### src/rtl/jdr_pkg.sv
// ----------------------------------------------------------------------------
// jdr_pkg
// shared constants for the joybus device responder: phase codes, register
// indexes, command codes and field widths
// ----------------------------------------------------------------------------
`default_nettype none

package jdr_pkg;

  // register indexes on the configuration channel
  localparam logic [2:0] REG_UNIT_TICKS   = 3'd0;
  localparam logic [2:0] REG_IDLE_TICKS   = 3'd1;
  localparam logic [2:0] REG_IDENT_REPLY  = 3'd2;
  localparam logic [2:0] REG_STATUS_REPLY = 3'd3;
  localparam logic [2:0] REG_LONG_STOP    = 3'd4;

  // register reset values
  localparam logic [7:0]  UNIT_TICKS_RST   = 8'd16;
  localparam logic [7:0]  IDLE_TICKS_RST   = 8'd16;
  localparam logic [23:0] IDENT_REPLY_RST  = 24'h050002;
  localparam logic [31:0] STATUS_REPLY_RST = 32'h55555555;

  // receive / transmit phases
  localparam logic [2:0] PH_IDLE       = 3'd0;
  localparam logic [2:0] PH_CMD_LOW    = 3'd1;
  localparam logic [2:0] PH_CMD_SAMPLE = 3'd2;
  localparam logic [2:0] PH_CMD_HIGH   = 3'd3;
  localparam logic [2:0] PH_TR_HIGH    = 3'd4;
  localparam logic [2:0] PH_TR_LOW     = 3'd5;
  localparam logic [2:0] PH_TR_SAMPLE  = 3'd6;
  localparam logic [2:0] PH_REPLY      = 3'd7;

  // command codes
  localparam logic [7:0] CMD_IDENT     = 8'h00;
  localparam logic [7:0] CMD_STATUS    = 8'h01;
  localparam logic [7:0] CMD_READ      = 8'h02;
  localparam logic [7:0] CMD_WRITE     = 8'h03;
  localparam logic [7:0] CMD_RESET     = 8'hFF;

  // trailing bit counts, including the host stop bit
  localparam logic [8:0] TRAIL_WRITE   = 9'd273;
  localparam logic [8:0] TRAIL_READ    = 9'd17;
  localparam logic [8:0] TRAIL_OTHER   = 9'd1;
  localparam logic [8:0] CMD_BITS      = 9'd8;

  localparam logic [5:0] IDENT_BITS    = 6'd24;
  localparam logic [5:0] STATUS_BITS   = 6'd32;

  localparam logic [7:0] IDLE_RUN_MAX  = 8'd255;

  // result item as packed into the output tdata, highest field first
  typedef struct packed {
    logic [4:0] pad;
    logic       replying;
    logic [7:0] command_code;
    logic       command_valid;
    logic       drive_low;
  } result_t;

endpackage

`default_nettype wire

### src/rtl/joybus_device_responder.sv
// ----------------------------------------------------------------------------
// joybus_device_responder
// device side of a one-wire controller bus, one line sample in and one
// drive value out per item
// ----------------------------------------------------------------------------
// usage:
//   s_axis carries one sample of the bus line per item (tdata bit 0). each
//   accepted sample advances the bit decoder / reply transmitter by one tick
//   and yields exactly one result item on m_axis.
//   cfg writes set the timing unit, idle length, reply bytes and stop width;
//   write them only while no item is in flight. cfg_ready is always high.
// latency and throughput:
//   the result of a sample sits in the output register on the cycle after
//   the sample is accepted. unless stalled, one item per cycle is sustained:
//   the single output register is refilled in the same cycle it is drained,
//   and the state update is one short pass of compare and increment logic.
// stalls:
//   when m_axis_tready is low with a result waiting, s_axis_tready drops and
//   the decoder state holds, so no tick is lost or duplicated.
// reset:
//   rst (synchronous, active high) returns the decoder to idle wait, clears
//   the latched command code, empties the output register and loads the
//   register defaults (unit 16, idle 16, ident 050002, status 55555555).
// ----------------------------------------------------------------------------
`default_nettype none

module joybus_device_responder (
  input  wire logic        clk,
  input  wire logic        rst,
  // sample stream
  input  wire logic        s_axis_tvalid,
  output logic             s_axis_tready,
  input  wire logic [7:0]  s_axis_tdata,   // [0] line_high, [7:1] zero
  // result stream
  output logic             m_axis_tvalid,
  input  wire logic        m_axis_tready,
  output logic [15:0]      m_axis_tdata,   // [0] drive_low, [1] command_valid,
                                           // [9:2] command_code, [10] replying,
                                           // [15:11] zero
  // configuration writes
  input  wire logic        cfg_valid,
  output logic             cfg_ready,
  input  wire logic [2:0]  cfg_index,
  input  wire logic [31:0] cfg_data
);

  // configuration registers
  logic [7:0]  unit_ticks;
  logic [7:0]  idle_ticks;
  logic [23:0] ident_reply;
  logic [31:0] status_reply;
  logic        long_stop;

  // decoder state
  logic [2:0]  phase,           phase_next;
  logic [9:0]  tick_count,      tick_count_next;
  logic [7:0]  idle_run,        idle_run_next;
  logic [7:0]  command_shift,   command_shift_next;
  logic [8:0]  bits_left,       bits_left_next;
  logic [31:0] reply_shift,     reply_shift_next;
  logic [5:0]  reply_bits_left, reply_bits_left_next;
  logic        current_bit,     current_bit_next;
  logic [7:0]  code_latch,      code_latch_next;

  jdr_pkg::result_t result_next;
  logic [15:0]      result;

  logic accept;
  logic line;

  // timing derived from the unit
  logic [7:0] unit;
  logic [8:0] two_unit;
  logic [9:0] three_unit;
  logic [9:0] four_unit;
  logic [7:0] idle_need;
  logic [7:0] idle_run_inc;
  logic [9:0] tick_inc;
  logic [9:0] low_time;
  logic [9:0] stop_low;
  logic [7:0] shifted_cmd;
  logic [8:0] bits_dec;
  logic [31:0] reply_shifted;

  assign cfg_ready     = 1'b1;
  // output register drains and refills in the same cycle
  assign s_axis_tready = !m_axis_tvalid || m_axis_tready;
  assign accept        = s_axis_tvalid && s_axis_tready;
  assign line          = s_axis_tdata[0];
  assign m_axis_tdata  = result;

  // zero unit or zero idle length act as one
  assign unit         = (unit_ticks == 8'd0) ? 8'd1 : unit_ticks;
  assign idle_need    = (idle_ticks == 8'd0) ? 8'd1 : idle_ticks;
  assign two_unit     = {unit, 1'b0};
  assign three_unit   = {1'b0, two_unit} + {2'b00, unit};
  assign four_unit    = {unit, 2'b00};
  assign idle_run_inc = (idle_run == jdr_pkg::IDLE_RUN_MAX) ? idle_run : idle_run + 8'd1;
  assign tick_inc     = tick_count + 10'd1;
  assign low_time     = current_bit ? {2'b00, unit} : three_unit;
  assign stop_low     = long_stop ? {1'b0, two_unit} : {2'b00, unit};
  assign shifted_cmd  = {command_shift[6:0], line};
  assign bits_dec     = bits_left - 9'd1;
  assign reply_shifted = {reply_shift[30:0], 1'b0};

  always_comb begin
    phase_next           = phase;
    tick_count_next      = tick_count;
    idle_run_next        = idle_run;
    command_shift_next   = command_shift;
    bits_left_next       = bits_left;
    reply_shift_next     = reply_shift;
    reply_bits_left_next = reply_bits_left;
    current_bit_next     = current_bit;
    code_latch_next      = code_latch;
    result_next          = '0;

    unique case (phase)
      jdr_pkg::PH_IDLE: begin
        if (line) begin
          idle_run_next = idle_run_inc;
          if (idle_run_inc >= idle_need) begin
            phase_next         = jdr_pkg::PH_CMD_LOW;
            command_shift_next = 8'd0;
            bits_left_next     = jdr_pkg::CMD_BITS;
          end
        end else begin
          idle_run_next = 8'd0;
        end
      end
      jdr_pkg::PH_CMD_LOW, jdr_pkg::PH_TR_LOW: begin
        // falling edge starts the sample timer
        if (!line) begin
          tick_count_next = 10'd0;
          phase_next = (phase == jdr_pkg::PH_CMD_LOW) ? jdr_pkg::PH_CMD_SAMPLE
                                                      : jdr_pkg::PH_TR_SAMPLE;
        end
      end
      jdr_pkg::PH_CMD_SAMPLE: begin
        tick_count_next = tick_inc;
        if (tick_inc >= {1'b0, two_unit}) begin
          command_shift_next = shifted_cmd;
          bits_left_next     = bits_dec;
          if (bits_dec == 9'd0) begin
            code_latch_next           = shifted_cmd;
            result_next.command_valid = 1'b1;
            if (shifted_cmd == jdr_pkg::CMD_WRITE) begin
              bits_left_next = jdr_pkg::TRAIL_WRITE;
            end else if (shifted_cmd == jdr_pkg::CMD_READ) begin
              bits_left_next = jdr_pkg::TRAIL_READ;
            end else begin
              bits_left_next = jdr_pkg::TRAIL_OTHER;
            end
            phase_next = jdr_pkg::PH_TR_HIGH;
          end else begin
            phase_next = jdr_pkg::PH_CMD_HIGH;
          end
        end
      end
      jdr_pkg::PH_CMD_HIGH, jdr_pkg::PH_TR_HIGH: begin
        if (line) begin
          phase_next = (phase == jdr_pkg::PH_CMD_HIGH) ? jdr_pkg::PH_CMD_LOW
                                                       : jdr_pkg::PH_TR_LOW;
        end
      end
      jdr_pkg::PH_TR_SAMPLE: begin
        tick_count_next = tick_inc;
        if (tick_inc >= {1'b0, two_unit}) begin
          bits_left_next = bits_dec;
          if (bits_dec == 9'd0) begin
            // last trailing bit: start the reply, or go back to idle wait
            if (code_latch == jdr_pkg::CMD_IDENT || code_latch == jdr_pkg::CMD_RESET) begin
              reply_shift_next     = {ident_reply, 8'h00};
              reply_bits_left_next = jdr_pkg::IDENT_BITS;
              current_bit_next     = ident_reply[23];
              tick_count_next      = 10'd0;
              phase_next           = jdr_pkg::PH_REPLY;
            end else if (code_latch == jdr_pkg::CMD_STATUS) begin
              reply_shift_next     = status_reply;
              reply_bits_left_next = jdr_pkg::STATUS_BITS;
              current_bit_next     = status_reply[31];
              tick_count_next      = 10'd0;
              phase_next           = jdr_pkg::PH_REPLY;
            end else begin
              phase_next      = jdr_pkg::PH_IDLE;
              idle_run_next   = 8'd0;
              tick_count_next = 10'd0;
            end
          end else begin
            phase_next = jdr_pkg::PH_TR_HIGH;
          end
        end
      end
      jdr_pkg::PH_REPLY: begin
        result_next.replying = 1'b1;
        tick_count_next      = tick_inc;
        if (reply_bits_left != 6'd0) begin
          // data bit: low for one or three units out of four
          result_next.drive_low = (tick_count < low_time);
          if (tick_inc >= four_unit) begin
            tick_count_next      = 10'd0;
            reply_bits_left_next = reply_bits_left - 6'd1;
            reply_shift_next     = reply_shifted;
            current_bit_next     = reply_shifted[31];
          end
        end else begin
          // stop bit
          result_next.drive_low = 1'b1;
          if (tick_inc >= stop_low) begin
            phase_next      = jdr_pkg::PH_IDLE;
            idle_run_next   = 8'd0;
            tick_count_next = 10'd0;
          end
        end
      end
      default: begin
        phase_next = jdr_pkg::PH_IDLE;
      end
    endcase

    result_next.command_code = code_latch_next;
  end

  // configuration registers
  always_ff @(posedge clk) begin
    if (rst) begin
      unit_ticks   <= jdr_pkg::UNIT_TICKS_RST;
      idle_ticks   <= jdr_pkg::IDLE_TICKS_RST;
      ident_reply  <= jdr_pkg::IDENT_REPLY_RST;
      status_reply <= jdr_pkg::STATUS_REPLY_RST;
      long_stop    <= 1'b0;
    end else if (cfg_valid && cfg_ready) begin
      unique case (cfg_index)
        jdr_pkg::REG_UNIT_TICKS:   unit_ticks   <= cfg_data[7:0];
        jdr_pkg::REG_IDLE_TICKS:   idle_ticks   <= cfg_data[7:0];
        jdr_pkg::REG_IDENT_REPLY:  ident_reply  <= cfg_data[23:0];
        jdr_pkg::REG_STATUS_REPLY: status_reply <= cfg_data;
        jdr_pkg::REG_LONG_STOP:    long_stop    <= cfg_data[0];
        default: ;
      endcase
    end
  end

  // decoder state advances once per accepted sample
  always_ff @(posedge clk) begin
    if (rst) begin
      phase           <= jdr_pkg::PH_IDLE;
      tick_count      <= 10'd0;
      idle_run        <= 8'd0;
      command_shift   <= 8'd0;
      bits_left       <= 9'd0;
      reply_shift     <= 32'd0;
      reply_bits_left <= 6'd0;
      current_bit     <= 1'b0;
      code_latch      <= 8'd0;
    end else if (accept) begin
      phase           <= phase_next;
      tick_count      <= tick_count_next;
      idle_run        <= idle_run_next;
      command_shift   <= command_shift_next;
      bits_left       <= bits_left_next;
      reply_shift     <= reply_shift_next;
      reply_bits_left <= reply_bits_left_next;
      current_bit     <= current_bit_next;
      code_latch      <= code_latch_next;
    end
  end

  // output register
  always_ff @(posedge clk) begin
    if (rst) begin
      m_axis_tvalid <= 1'b0;
    end else if (accept) begin
      m_axis_tvalid <= 1'b1;
    end else if (m_axis_tready) begin
      m_axis_tvalid <= 1'b0;
    end
  end

  always_ff @(posedge clk) begin
    if (accept) begin
      result <= result_next;
    end
  end

endmodule

`default_nettype wire

### config.mk
export PLATFORM = sky130hd
export DESIGN_NAME = joybus_device_responder
export DESIGN_NICKNAME = d
export VERILOG_FILES = /design/src/rtl/jdr_pkg.sv /design/src/rtl/joybus_device_responder.sv
export SDC_FILE = /design/constraint.sdc
export NUM_CORES = 1
export LEC_CHECK = 0
export BUFFER_PORTS_ARGS = -buffer_cell sky130_fd_sc_hd__buf_4
export CORE_MARGIN = 2
export CORE_UTILIZATION = 45
export DETAILED_ROUTE_END_ITERATION = 8
export MAX_ROUTING_LAYER = met4
export PLACE_DENSITY = 0.74
export REMOVE_ABC_BUFFERS = 1
export SYNTH_ARGS = -nofsm -noshare
export SYNTH_HDL_FRONTEND = slang
export SYNTH_SLANG_ARGS = --single-unit
export TNS_END_PERCENT = 10
### constraint.sdc
create_clock -name clk -period 5 [get_ports clk]
set_input_delay 1 -clock clk [delete_from_list [all_inputs] [get_ports clk]]
set_output_delay 1 -clock clk [all_outputs]
set_load 0.02 [all_outputs]
==> results by stage, run 1 <==
Status:
- The run finished with clean final reports.

Placed design:
- Counting tap cells, the placed design contains a total of 1423 instances.
- The standard cell area after detailed placement is 9640 um2.
- Routability-driven placement finished with a final weighted congestion of 0.837.
- The half-perimeter wire length of the detailed placement result is 14100 um.
- The number of I/O port buffers is 53.

Drt:
- The vias per cell is 5.54.
- Wire segments on met2 add up to 10400 um in the final route.
- The count of nets left with antenna violations once routing finished came out at 0.
- The post-detailed-route wirelength per cell is 14.7 um.
- The iteration count of the initial detailed-routing pass is 5.
- The total via count after detailed routing is 8060.
- The met1 wire length is 9790 um.
- The highest metal layer used by the detailed router is met4.
- In this run, the number of DRC markers left after iteration 0 of detailed routing was 522.
- The number of remaining DRC errors is 0.
- The met3 wirelength from detailed routing is 970 um.
- The wire length reported by the detailed router is 21400 um.

STA:
- The post-route clock skew is 13.0 ps.
- In this run the tightest slew margin relative to its limit is 39.3%.
- Setup violations remaining at the end of the flow were counted as 0.
- Summed over all failing endpoints, the final setup total negative slack is 0 ps.
- Setup repair after global routing left no endpoint under its margin.
- Dividing the final minimum period by the clock period gives 84.3%.
- The number of max-slew violations in the final report is 0.
- At the pin with the least slew margin, the transition time is 911 ps.
- Derived from the worst setup path, the maximum achievable clock frequency is 237 MHz.
- The minimum period implied by the final worst setup slack is 4210 ps.
- The number of hold violations in the final report is 0.
- Hold is met by 455 ps.

Cells and area:
- Of the cells placed in the final design, the portion with a size suffix greater than 1 is 10.5%.
- For this run, the number of standard cells in the final layout without fillers is 1455.
- Compared with the post-synthesis result, the final layout area differs by 11.9%.
- The repair_antennas step left the layout with diodes totalling 0.
- For this run, the post-layout net count is 1276.
- The multi-input combinational cells in the finished layout cover a total of 5200 um2.
- The area taken by flip-flops and latches is 3470 um2.
- The fill cell instance count of the final layout is 1927.
- The cell area after layout is 10200 um2.

Synthesis:
- Counting flops with a built-in enable in the synthesized netlist gives 11.
- In the synthesized netlist, the number of instances is 1165.
- The proportion of synthesized chip area in sequential cells is 38.0%.
- The mean instance size in the synthesized netlist is 7.85 um2.
- The warning count from the yosys run is 0.
- The number of library cell types mapped by synthesis is 69.
- The cell area after synthesis is 9150 um2.
- In the synthesized netlist the async set-or-reset flop fraction comes to 0%.
- Synthesis inferred 168 register bits.
- The most used flip-flop cell after synthesis is dfxtp_1.

CTS:
- The number of buffers on the longest clock path is 2.
- The number of buffers created by CTS is 17.
- The hold-fix buffer count after cts is 0.
- In this run the clock root is driven by a clkbuf_16.
- Clock latency on the worst-skew pair, taken at its later pin, is 440 ps.
- Clock-pin slew was measured on the worst setup and hold paths at 80 ps.
- The H-tree level count is 4.
- The tree built by TritonCTS fans out to 168 sinks.
- TritonCTS built the clock tree.
- Once the clock tree was built, the setup fixing pass inserted 0 buffers.
- Once the clock tree was built, the resizer swapped 0 gates to a different size.

Min path:
- The worst hold path begins at status_reply[25].
- The worst hold path terminates at status_reply[25].
- In this run the worst hold path is classified as reg2reg.
- The worst hold path was traced through 2 stages.

Worst setup path:
- The worst reg2reg path depth is 19.
- The data arrival time at the worst-slack endpoint is 4490 ps.
- The critical path launch point type is a flop.
- The worst setup path is captured at a flop.
- Data on the critical path is required at its endpoint by 5270 ps.
- The largest fanout on the critical path is 14.
- For flop-to-flop paths, the worst setup slack is 790 ps.
- The end of the worst register-to-register path is m_axis_tdata[0].
- The worst register-to-register path begins at unit_ticks[6].
- The critical path class is reg2reg.

Floorplan:
- The floorplan step set the die width to 147 um.
- 67 I/O pins were placed.
- The die span in y is 147 um.
- The initial core utilization is 45.5%.
- In this run the standard cell core region covers 20100 um2.
- In this run the core area contains 52 standard-cell rows.
- The floorplan step defined a die boundary enclosing 21500 um2.

Power:
- The cell area power density is 282 nW/um2.
- The leakage power figure is 0.00394 uW.
- The worst-case IR drop observed on VDD is 0.000194 V.

Global routing:
- Entering global routing, the biggest net connects 79 pins.
- The total congestion overflow after global routing is 0.
- The number of global-route vias before repair was 7607.
- Global routing used 20.9% of the available tracks.
- The number of antenna violations at the first check in global routing is 0.
- The wire length of the first global-routing pass is 36200 um.

Job:
- The max-cap violation count is 0.
[worst max-delay path by stage]
stage,startpoint,end,slack [ps],depth (start not counted)
floorplan,unit_ticks[3],m_axis_tdata[0],1140,19
detailed placement,unit_ticks[6],m_axis_tdata[0],780,19
finish,unit_ticks[6],m_axis_tdata[0],790,19
global route,unit_ticks[6],m_axis_tdata[0],480,19
CTS,unit_ticks[6],m_axis_tdata[0],760,19
global placement,unit_ticks[4],m_axis_tdata[0],840,19
[synth_stat cells, drive strengths merged (3+ instances only)]
| cell | instances | area (um2) |
|---|---|---|
| nand2 | 293 | 1100 |
| dfxtp | 157 | 3140 |
| a21oi | 125 | 626 |
| clkbuf | 61 | 229 |
| ha | 56 | 701 |
| nor2 | 55 | 206 |
| nand3 | 54 | 270 |
| inv | 42 | 158 |
| o21ai | 37 | 185 |
| mux2i | 31 | 310 |
| o211ai | 31 | 238 |
| buf | 18 | 108 |
| nor3 | 15 | 75.1 |
| a311oi | 12 | 136 |
| o21a | 12 | 90.1 |
| edfxtp | 11 | 330 |
| xnor2 | 11 | 96.3 |
| a31oi | 10 | 62.6 |
| nand4 | 10 | 62.6 |
| mux2 | 9 | 101 |
| nand2b | 9 | 56.3 |
| nor4 | 9 | 98.8 |
| a21o | 8 | 60.1 |
| a211oi | 7 | 65.1 |
| and3 | 7 | 43.8 |
| a22o | 6 | 52.6 |
| nor2b | 6 | 37.5 |
| and2 | 5 | 31.3 |
| o22ai | 4 | 25.0 |
| or2 | 4 | 25.0 |
| xor2 | 4 | 35.0 |
| a2111oi | 3 | 26.3 |
| a22oi | 3 | 27.5 |
| a32o | 3 | 30.0 |
| or3 | 3 | 18.8 |
[cell families after synthesis]
family                   synth area share, %
buffers and inverters                   5.40
AO/OA/AOI/OAI                           19.7
AND/OR/NAND/NOR                         23.1
adder cells (fa/ha/maj)                 7.77
XOR/XNOR                                1.44
other                                 0.0821
flip-flops                              38.0
multiplexers                            4.50
[state kept, by name, summed over array words and instances, names as in the netlist]
signal	cells
m_axis_tdata	11
status_reply	32
phase	3
ident_reply	24
reply_shift	31
idle_ticks	8
code_latch	8
unit_ticks	8
long_stop	1
command_shift	7
reply_bits_left	6
tick_count	10
idle_run	8
current_bit	1
bits_left	9
m_axis_tvalid	1
[metrics by stage]
step	power (uW)	setup slack, ps	utilization [%]
2_1_floorplan	1510	1140	-
3_3_place_gp	1600	837	48.0
3_5_place_dp	1600	780	48.0
4_1_cts	2900	759	50.9
5_1_grt	2980	477	50.9
6_report	2880	786	50.9
[layout make-up]
| type | count | area share [%] |
|---|---|---|
| repair buffers | 63 | 4.62 |
| clock buffers | 18 | 4.29 |
| well taps | 270 | 3.30 |
| inverters | 42 | 1.54 |
| clock inverters | 14 | 1.48 |
| flip-flops and latches | 168 | 33.9 |
| multi-input cells | 880 | 50.8 |
[placed cells by master, fill, tap and decap left out, types with 5 or more instances in the layout]
cell type | Yosys | final
dfxtp_1 | 157 | 157
nor2_1 | 55 | 55
mux2_2 | 9 | 9
mux2i_1 | 31 | 31
a211oi_1 | 6 | 6
edfxtp_1 | 11 | 11
nand3_1 | 54 | 53
o21ai_0 | 36 | 36
a311oi_1 | 7 | 7
a22o_1 | 6 | 6
ha_1 | 56 | 56
inv_1 | 42 | 42
nor3_1 | 15 | 15
conb_1 | 2 | 6
buf_4 | 9 | 63
a311oi_2 | 5 | 5
nor2b_1 | 6 | 6
nand2_1 | 293 | 293
nor4_1 | 5 | 5
o211ai_1 | 30 | 30
clkbuf_16 | 0 | 17
xnor2_1 | 11 | 11
a31oi_1 | 10 | 10
a21oi_1 | 125 | 125
inv_8 | 0 | 5
a21o_1 | 8 | 8
nand2b_1 | 9 | 9
o21a_1 | 12 | 11
and2_1 | 5 | 5
nand4_1 | 10 | 10
and3_1 | 7 | 7
[per-layer routing]
metal | GRT usage (%) | vias up
met4 | 5.34 | 0
met3 | 3.84 | 22
met2 | 35.1 | 183
met5 | - | -
li1 | - | 4074
met1 | 25.9 | 3781
[worst max-delay path: stages (launching register included)]
cell and delay [ps]:
dfxtp_1 380, inv_1 110, ha_1 180, nand4b_1 100, or2_2 400, nand2_1 200
mux2i_1 100, ha_1 210, a21oi_1 180, nor2b_1 70, o21a_1 170, maj3_1 380
a21o_1 180, a21o_1 200, a21o_1 180, nand2_1 90, ha_1 250, a2111oi_0 360
o21ai_0 140, o22ai_1 160
[power breakdown]
| part | leakage, uW | internal (uW) | switching (uW) |
|---|---|---|---|
| Clock | 0.000294 | 683 | 625 |
| Sequential | 0.00138 | 1370 | 13.8 |
| Combinational | 0.00226 | 71.4 | 117 |
| Total | 0.00394 | 2130 | 756 |
Note: power is estimated with default switching activity, not from simulation.
==> inputs of run 2 (changes only) <==
--- a/config.mk
+++ b/config.mk
@@ -10,7 +10,7 @@
 export CORE_UTILIZATION = 45
 export DETAILED_ROUTE_END_ITERATION = 8
 export MAX_ROUTING_LAYER = met4
-export PLACE_DENSITY = 0.74
+export PLACE_DENSITY = 0.77
 export REMOVE_ABC_BUFFERS = 1
 export SYNTH_ARGS = -nofsm -noshare
 export SYNTH_HDL_FRONTEND = slang
==> constraint.sdc (replaced) <==
create_clock -name clk -period 3.42 [get_ports clk]
set_input_delay 0.684 -clock clk [delete_from_list [all_inputs] [get_ports clk]]
set_output_delay 0.684 -clock clk [all_outputs]
set_load 0.02 [all_outputs]
==> run 2 against run 1 <==
Against the previous run: register-to-register slack got worse by 780 ps; maximum frequency rose by 23%; sequential power rose by 45%; die area did not move; combinational power rose by 63%; cell count rose by 3.9%; routed wire length rose by 7.1%.
==> results by stage, run 2 (synthesized netlist as in run 1, its figures left out) <==
Cells and area:
- The number of diodes added for antenna fixing came to 0 (unchanged).
- The largest register by flop count is status_reply.
- The flip-flop count of the largest register, all copies and words added is 32 (unchanged).
- The synthesis-to-layout area growth is 19.3%.
- The net total in the final layout came to 1333 (+4.5%).
- The fill cell instance count of the final layout is 1800 (-6.6%).
- The core occupancy in the finished layout is 54.3% (+3.4 points).
- Leaving out fill and tap cells, the most frequent cells in the layout are 290 x nand2_1, 156 x dfxtp_1, 123 x a21oi_1, 115 x buf_4.
- The library cell used most frequently in the layout, excluding fill and tap cells, is nand2_1.
- The fraction of layout cells with a size suffix above 1 is 17.4% (+6.8 points).
- The largest registers in the layout are status_reply: 32 flops, reply_shift: 31 flops, ident_reply: 24 flops.

Job:
- The max-cap violation count came to 0 (unchanged).

Drt:
- The vias per cell was 5.57 (+0.56%).
- The post-detailed-route wirelength per cell is 15.2 um (+3.1%).
- The detailed router's first-iteration violation count is 623 (+19%).
- The number of remaining DRC errors is 0 (unchanged).
- The final antenna-violating net count came to 0 (unchanged).
- The total via count after detailed routing is 8423 (+4.5%).
- The wire length reported by the detailed router is 22900 um (+7.1%).
- The iteration count of the initial detailed-routing pass is 5 (unchanged).

STA:
- The worst-margin pin slew is 1100 ps (+188 ps).
- The number of hold violations in the final report came to 0 (unchanged).
- The final-layout setup total negative slack is 0 ps (unchanged).
- The post-route clock skew is 18.2 ps (+5.28 ps).
- The minimum period implied by the final worst setup slack came to 3420 ps (-797 ps).
- The worst hold-check slack is 441 ps (-14.2 ps).
- Setup repair after global routing could not meet its margin everywhere.
- The final cycle utilization of the critical path is 99.9% (+16 points).
- The relative max-transition margin is 26.7% (-13 points).
- The number of setup violations in the final report is 0 (unchanged).
- The number of max-slew violations in the final report is 0 (unchanged).
- The highest attainable clock frequency is 293 MHz (+23%).

CTS:
- TritonCTS built the clock tree.
- The cell sitting at the root of the clock tree is a clkbuf_16.
- The insertion delay of the later-clocked pin in the worst-skew pair is 440 ps (about the same).
- The number of buffers created by CTS is 17 (unchanged).
- The number of buffers on the longest clock path was 2 (unchanged).
- The count of clock tree sinks came to 168 (unchanged).
- The clock transition time at the flip-flop clock pins of the worst setup and hold paths is 80 ps (about the same).
- The H-tree level count is 4 (unchanged).

Worst setup path:
- The required time of the worst setup path is 3710 ps (-1560 ps).
- The end of the worst register-to-register path is m_axis_tdata[0].
- The worst-case register-to-register setup slack came to 2 ps (-780 ps).
- The worst flop-to-flop path startpoint is unit_ticks[6].
- The largest fanout on the critical path is 2 (-12).
- STA classifies the critical path endpoint as a flop.
- The data arrival time at the worst-slack endpoint is 3700 ps (-790 ps).
- The worst reg2reg path depth is 22 (+3).
- STA classifies the critical path startpoint as a flop.
- The critical path class is reg2reg.

Min path:
- The worst hold path cell count is 3 (+1).
- The tightest min-delay check is of the in2reg type.
- The startpoint identified for the worst hold timing path is cfg_data[28].
- The worst min-delay path endpoint is status_reply[28].

Placed design:
- The half-perimeter wire length of the detailed placement result was 14900 um (+6.0%).
- The routability-driven placement congestion ratio is 0.873 (+4.4%).
- The number of I/O port buffers is 53 (unchanged).

Floorplan:
- The area of the placeable core is 20100 um2 (unchanged).
- The floorplan die width was 147 um (unchanged).
- The number of top-level pins came to 67 (unchanged).
- The row count is 52 (unchanged).
- The full die area is 21500 um2 (unchanged).
- The initial core utilization is 45.5% (unchanged).
- The die span in y is 147 um (unchanged).

Global routing:
- The wire length of the first global-routing pass is 37500 um (+3.5%).
- The total global-route track usage is 21.7% (+0.87 points).
- The largest net degree at the start of global routing was 68 (-14%).
- The total congestion overflow after global routing came to 0 (unchanged).
- The number of global-route vias before repair is 7888 (+3.7%).
- The number of antenna violations at the first check in global routing is 0 (unchanged).

Power:
- The power consumption came to 4320 uW (+50%).
- The peak supply drop is 0.000327 V (+69%).
- The cell area power density was 396 nW/um2 (+41%).
- The leakage power figure is 0.00425 uW (+8.1%).

Status:
- The run finished with clean final reports.
run 2: changes by cell type in the layout (fill, tap and decap cells not counted), sizes merged:
cell / previous run / this run
buf: 63 / 118
bufinv: 0 / 1
clkbuf: 18 / 20
clkinv: 5 / 4
clkinvlp: 0 / 1
inv: 51 / 50
run 2: metal layers:
layer / share of wire [%] / track usage, % / vias to the layer above
li1: - / - / 4179
met1: 45 / 27.2 / 4026
met2: 50 / 36.7 / 198
met3: 4.5 / 4.16 / 20
met4: 0.77 / 4.81 / 0
met5: 0 / - / -
run 2: per-stage QoR:
step / instance area, um2 / cells / worst slack, ps
final: 10900 / 1512 / 2.41
after global routing: 10900 / 1512 / -166
after CTS: 10700 / 1507 / -16.3
after detailed placement: 9940 / 1461 / -382
after global placement: 9940 / 1461 / -232
after floorplan: 8830 / 1090 / -443
run 2: layout make-up:
class	count	area (um2)	share of cell area (%)
Multi-Input combinational cell	880	5360	49.1
Sequential cell	168	3470	31.8
Timing Repair Buffer	120	965	8.84
Clock buffer	18	439	4.03
Tap cell	270	338	3.10
Clock inverter	14	175	1.61
Inverter	42	158	1.44
run 2: worst max path at each step:
stage | slack [ps] | depth (start not counted) | end | from
finish | 2 | 22 | m_axis_tdata[0] | unit_ticks[6]
global route | -170 | 20 | m_axis_tdata[0] | unit_ticks[6]
CTS | -20 | 19 | m_axis_tdata[0] | unit_ticks[7]
detailed placement | -380 | 19 | m_axis_tdata[0] | unit_ticks[6]
global placement | -230 | 19 | m_axis_tdata[0] | unit_ticks[6]
floorplan | -440 | 19 | m_axis_tdata[0] | unit_ticks[3]
run 2: power breakdown:
group	switching, uW	internal [uW]	total (uW)	leakage, uW
Combinational	183	123	307	0.00258
Clock	923	1070	1990	0.000298
Sequential	18.0	2010	2020	0.00138
run 2: timing repair:
| action | in CTS | in global routing |
|---|---|---|
| setup endpoints to repair | 41 | 81 |
| buffers inserted | 14 | 4 |
| resized for setup | 20 | 27 |
| hold buffers | 0 | 0 |
| cloned | 0 | 2 |
| pin swaps | 6 | 18 |
run 2: critical path: stages (launching register included):
cell       delay [ps]
dfxtp_2           350
inv_2              50
buf_4             120
buf_4             120
buf_4             120
buf_4             120
buf_4             120
buf_4             120
buf_4             110
buf_4             120
buf_4             120
buf_4             120
buf_4             130
buf_4             120
buf_4             120
buf_4             130
ha_4              150
a21o_1            170
nand2_2            90
ha_4              220
a2111oi_4         360
o21ai_2            90
o22ai_2           110
==> inputs of run 3 (changes only) <==
--- a/config.mk
+++ b/config.mk
@@ -5,12 +5,13 @@
 export SDC_FILE = /design/constraint.sdc
 export NUM_CORES = 1
 export LEC_CHECK = 0
+export ABC_CLOCK_PERIOD_IN_PS = 3420
 export BUFFER_PORTS_ARGS = -buffer_cell sky130_fd_sc_hd__buf_4
 export CORE_MARGIN = 2
-export CORE_UTILIZATION = 45
+export CORE_UTILIZATION = 55
 export DETAILED_ROUTE_END_ITERATION = 8
 export MAX_ROUTING_LAYER = met4
-export PLACE_DENSITY = 0.77
+export PLACE_DENSITY = 0.89
 export REMOVE_ABC_BUFFERS = 1
 export SYNTH_ARGS = -nofsm -noshare
 export SYNTH_HDL_FRONTEND = slang
==> run 3 against run 2 <==
Against the previous run: the run now ends with setup timing left; maximum frequency down 1.0%; combinational power about the same; hold slack better by 3.4 ps.
==> results by stage, run 3 (synthesized netlist as in run 1, its figures left out) <==
Global routing:
- The number of antenna violations at the first check in global routing is 0 (unchanged).
- The global-route met3 utilization is 5.52% (+1.4 points).
- The total global-route track usage is 26.8% (+5.0 points).
- The total congestion overflow after global routing is 0 (unchanged).
- The most crowded layer after global routing is met2.
- The met2 track demand over resource in global routing is 43.9% (+7.2 points).
- The met1 layer usage reported by global route is 32.4% (+5.2 points).
- The largest net degree at the start of global routing is 68 (unchanged).
- The wire length of the first global-routing pass came to 37800 um (+0.75%).
- The number of global-route vias before repair is 8052 (+2.1%).

CTS:
- The insertion delay of the later-clocked pin in the worst-skew pair is 440 ps (about the same).
- TritonCTS built the clock tree.
- The count of clock tree sinks is 168 (unchanged).
- The H-tree level count is 4 (unchanged).
- The clock transition time at the flip-flop clock pins of the worst setup and hold paths was 70 ps (about the same).
- The number of buffers created by CTS is 17 (unchanged).
- The number of buffers on the longest clock path is 2 (unchanged).
- The hold-fix buffer count after cts is 0 (unchanged).
- The tree is rooted in a clkbuf_16.

Floorplan:
- The full die area is 17700 um2 (-18%).
- The area of the placeable core is 16400 um2 (-18%).
- The initial core utilization was 55.8% (+10 points).
- The die span in y is 133 um (-9.3%).
- The number of top-level pins is 67 (unchanged).
- The row count is 47 (-9.6%).
- The floorplan die width is 133 um (-9.3%).

STA:
- The post-route clock skew was 9.81 ps (-8.43 ps).
- The final cycle utilization of the critical path was 101% (+1.0 points).
- The number of setup violations in the final report was 2 (+2).
- The worst-margin pin slew was 1080 ps (-20.7 ps).
- The final-layout setup total negative slack is -52.6 ps (-52.6 ps).
- Setup repair after global routing could not meet its margin everywhere.
- The minimum period implied by the final worst setup slack came to 3450 ps (+34.4 ps).
- The highest attainable clock frequency was 290 MHz (-1.0%).
- The number of hold violations in the final report is 0 (unchanged).
- The number of max-slew violations in the final report is 0 (unchanged).
- The final setup slack of the worst path is -32.0 ps (-34.4 ps).
- The relative max-transition margin is 28.1% (+1.4 points).

Drt:
- The wire length reported by the detailed router is 23000 um (about the same).
- The iteration count of the initial detailed-routing pass was 5 (unchanged).
- The detailed router's first-iteration violation count was 839 (+35%).
- The vias per cell is 5.98 (+7.3%).
- The total via count after detailed routing is 8635 (+2.5%).
- The final antenna-violating net count was 0 (unchanged).
- The number of remaining DRC errors is 0 (unchanged).
- The post-detailed-route wirelength per cell came to 15.9 um (+4.7%).

Worst setup path:
- The data arrival time at the worst-slack endpoint is 3610 ps (-90 ps).
- The required time of the worst setup path was 3580 ps (-130 ps).
- The largest fanout on the critical path is 2 (unchanged).
- The number of buffers and inverters on the critical path is 2 (-13).
- The startpoint identified for the worst register-to-register timing path is unit_ticks[6].
- The critical path is of the reg2reg type.
- The signal on the critical path passes through inv_2 > ha_2 > nand4b_1 > or2_4 > nand2_2 > mux2i_1 > ha_2 > a21oi_2 > nor2b_1 > o21a_1 > maj3_2 > a21o_1 > a21o_1 > buf_4 > xor2_1 > o21ai_1 > ha_1 > nand3_1 > a21oi_1 > o22ai_1.
- The cell family contributing the most delay on the critical path is compound AO/OA/AOI/OAI gates.
- Among all stages on the critical path, the largest delay is contributed by dfxtp_2.
- The most critical setup path has its startpoint at unit_ticks[6].
- The largest stage delay on the critical path is 330 ps (-30 ps).
- The critical path launch point type is a flop.
- The worst setup path is captured at a flop.

Status:
- The run finished, with violations left.
- The final reports fail on setup timing.

Power:
- The peak supply drop is 0.000394 V (+21%).
- The leakage power figure was 0.00421 uW (-1.1%).
- The cell area power density is 399 nW/um2 (+0.64%).

Cells and area:
- The fraction of layout cells with a size suffix above 1 is 16.6% (-0.82 points).
- Counting flops per register, the top entry is status_reply.
- Leaving out fill and tap cells, the most frequent cells in the layout are 291 x nand2_1, 153 x dfxtp_1, 124 x a21oi_1, 97 x buf_4, 53 x nand3_1.
- The flip-flop count of the largest register, all copies and words added came to 32 (unchanged).
- The net total in the final layout was 1316 (-1.3%).
- The library cell used most frequently in the layout, excluding fill and tap cells, is nand2_1.
- Compared with the post-synthesis result, the final layout area differs by 16.8%.
- In the final layout, the registers with the most flip-flops are status_reply: 32 flops, reply_shift: 31 flops, ident_reply: 24 flops.
- The number of diodes added for antenna fixing was 0 (unchanged).
- The core occupancy in the finished layout is 65.1% (+11 points).

Min path:
- The min-delay analysis places its worst path in the category in2reg.
- The critical hold path startpoint is cfg_data[28].

Placed design:
- The routability-driven placement congestion ratio came to 0.915 (+4.8%).
- The half-perimeter wire length of the detailed placement result is 14700 um (-1.5%).
- The number of I/O port buffers came to 53 (unchanged).

Job:
- The max-cap violation count is 0 (unchanged).
run 3: tightest hold or removal path, cell delays in order:
cell and delay (ps):
buf_4 70, nand2_1 40, nand3_1 60
run 3: layer usage:
| layer | part of all wire [%] | wire, um | vias up |
|---|---|---|---|
| met2 | 49 | 11200 | 371 |
| li1 | - | - | 4157 |
| met1 | 42 | 9560 | 4037 |
| met3 | 6.8 | 1560 | 70 |
| met5 | 0 | 0 | - |
| met4 | 2.8 | 642 | 0 |
run 3: stage by stage:
| stage | hold WS (ps) | total power, uW | worst slack (ps) | std cells | instance area [um2] |
|---|---|---|---|---|---|
| global route | 453 | 4390 | -212 | 1445 | 10700 |
| detailed placement | 446 | 2360 | -360 | 1410 | 9870 |
| floorplan | 426 | 2210 | -443 | 1090 | 8830 |
| CTS | 442 | 4250 | -42.2 | 1443 | 10600 |
| global placement | 441 | 2350 | -226 | 1410 | 9870 |
| finish | 444 | 4260 | -32.0 | 1445 | 10700 |
run 3: repair_timing:
action,4_1_cts,5_1_grt
pin swaps,6,6
setup buffers,0,2
setup endpoints to repair,49,87
gates resized for setup,18,40
gates cloned,1,0
run 3: where the power goes:
part / internal (uW) / leakage (uW) / switching (uW)
Sequential: 2010 / 0.00138 / 17.6
Clock: 1060 / 0.000291 / 879
Combinational: 121 / 0.00254 / 184
Total: 3180 / 0.00421 / 1080
run 3: final timing paths:
path	to	slack, ps	cells after the start
worst min register to register	idle_ticks[3]	460	2
worst max register to register	m_axis_tdata[0]	-30	20
worst max-delay path	m_axis_tdata[0]	-30	20
worst min-delay path	status_reply[28]	440	3
run 3: cell type report:
| class | instances | area, um2 |
|---|---|---|
| multi-input cells | 880 | 5360 |
| repair buffers | 103 | 821 |
| fillers | 1239 | 5720 |
| clock inverters | 14 | 154 |
| inverters | 42 | 158 |
| flip-flops and latches | 168 | 3480 |
| clock buffers | 18 | 439 |
| well taps | 220 | 275 |
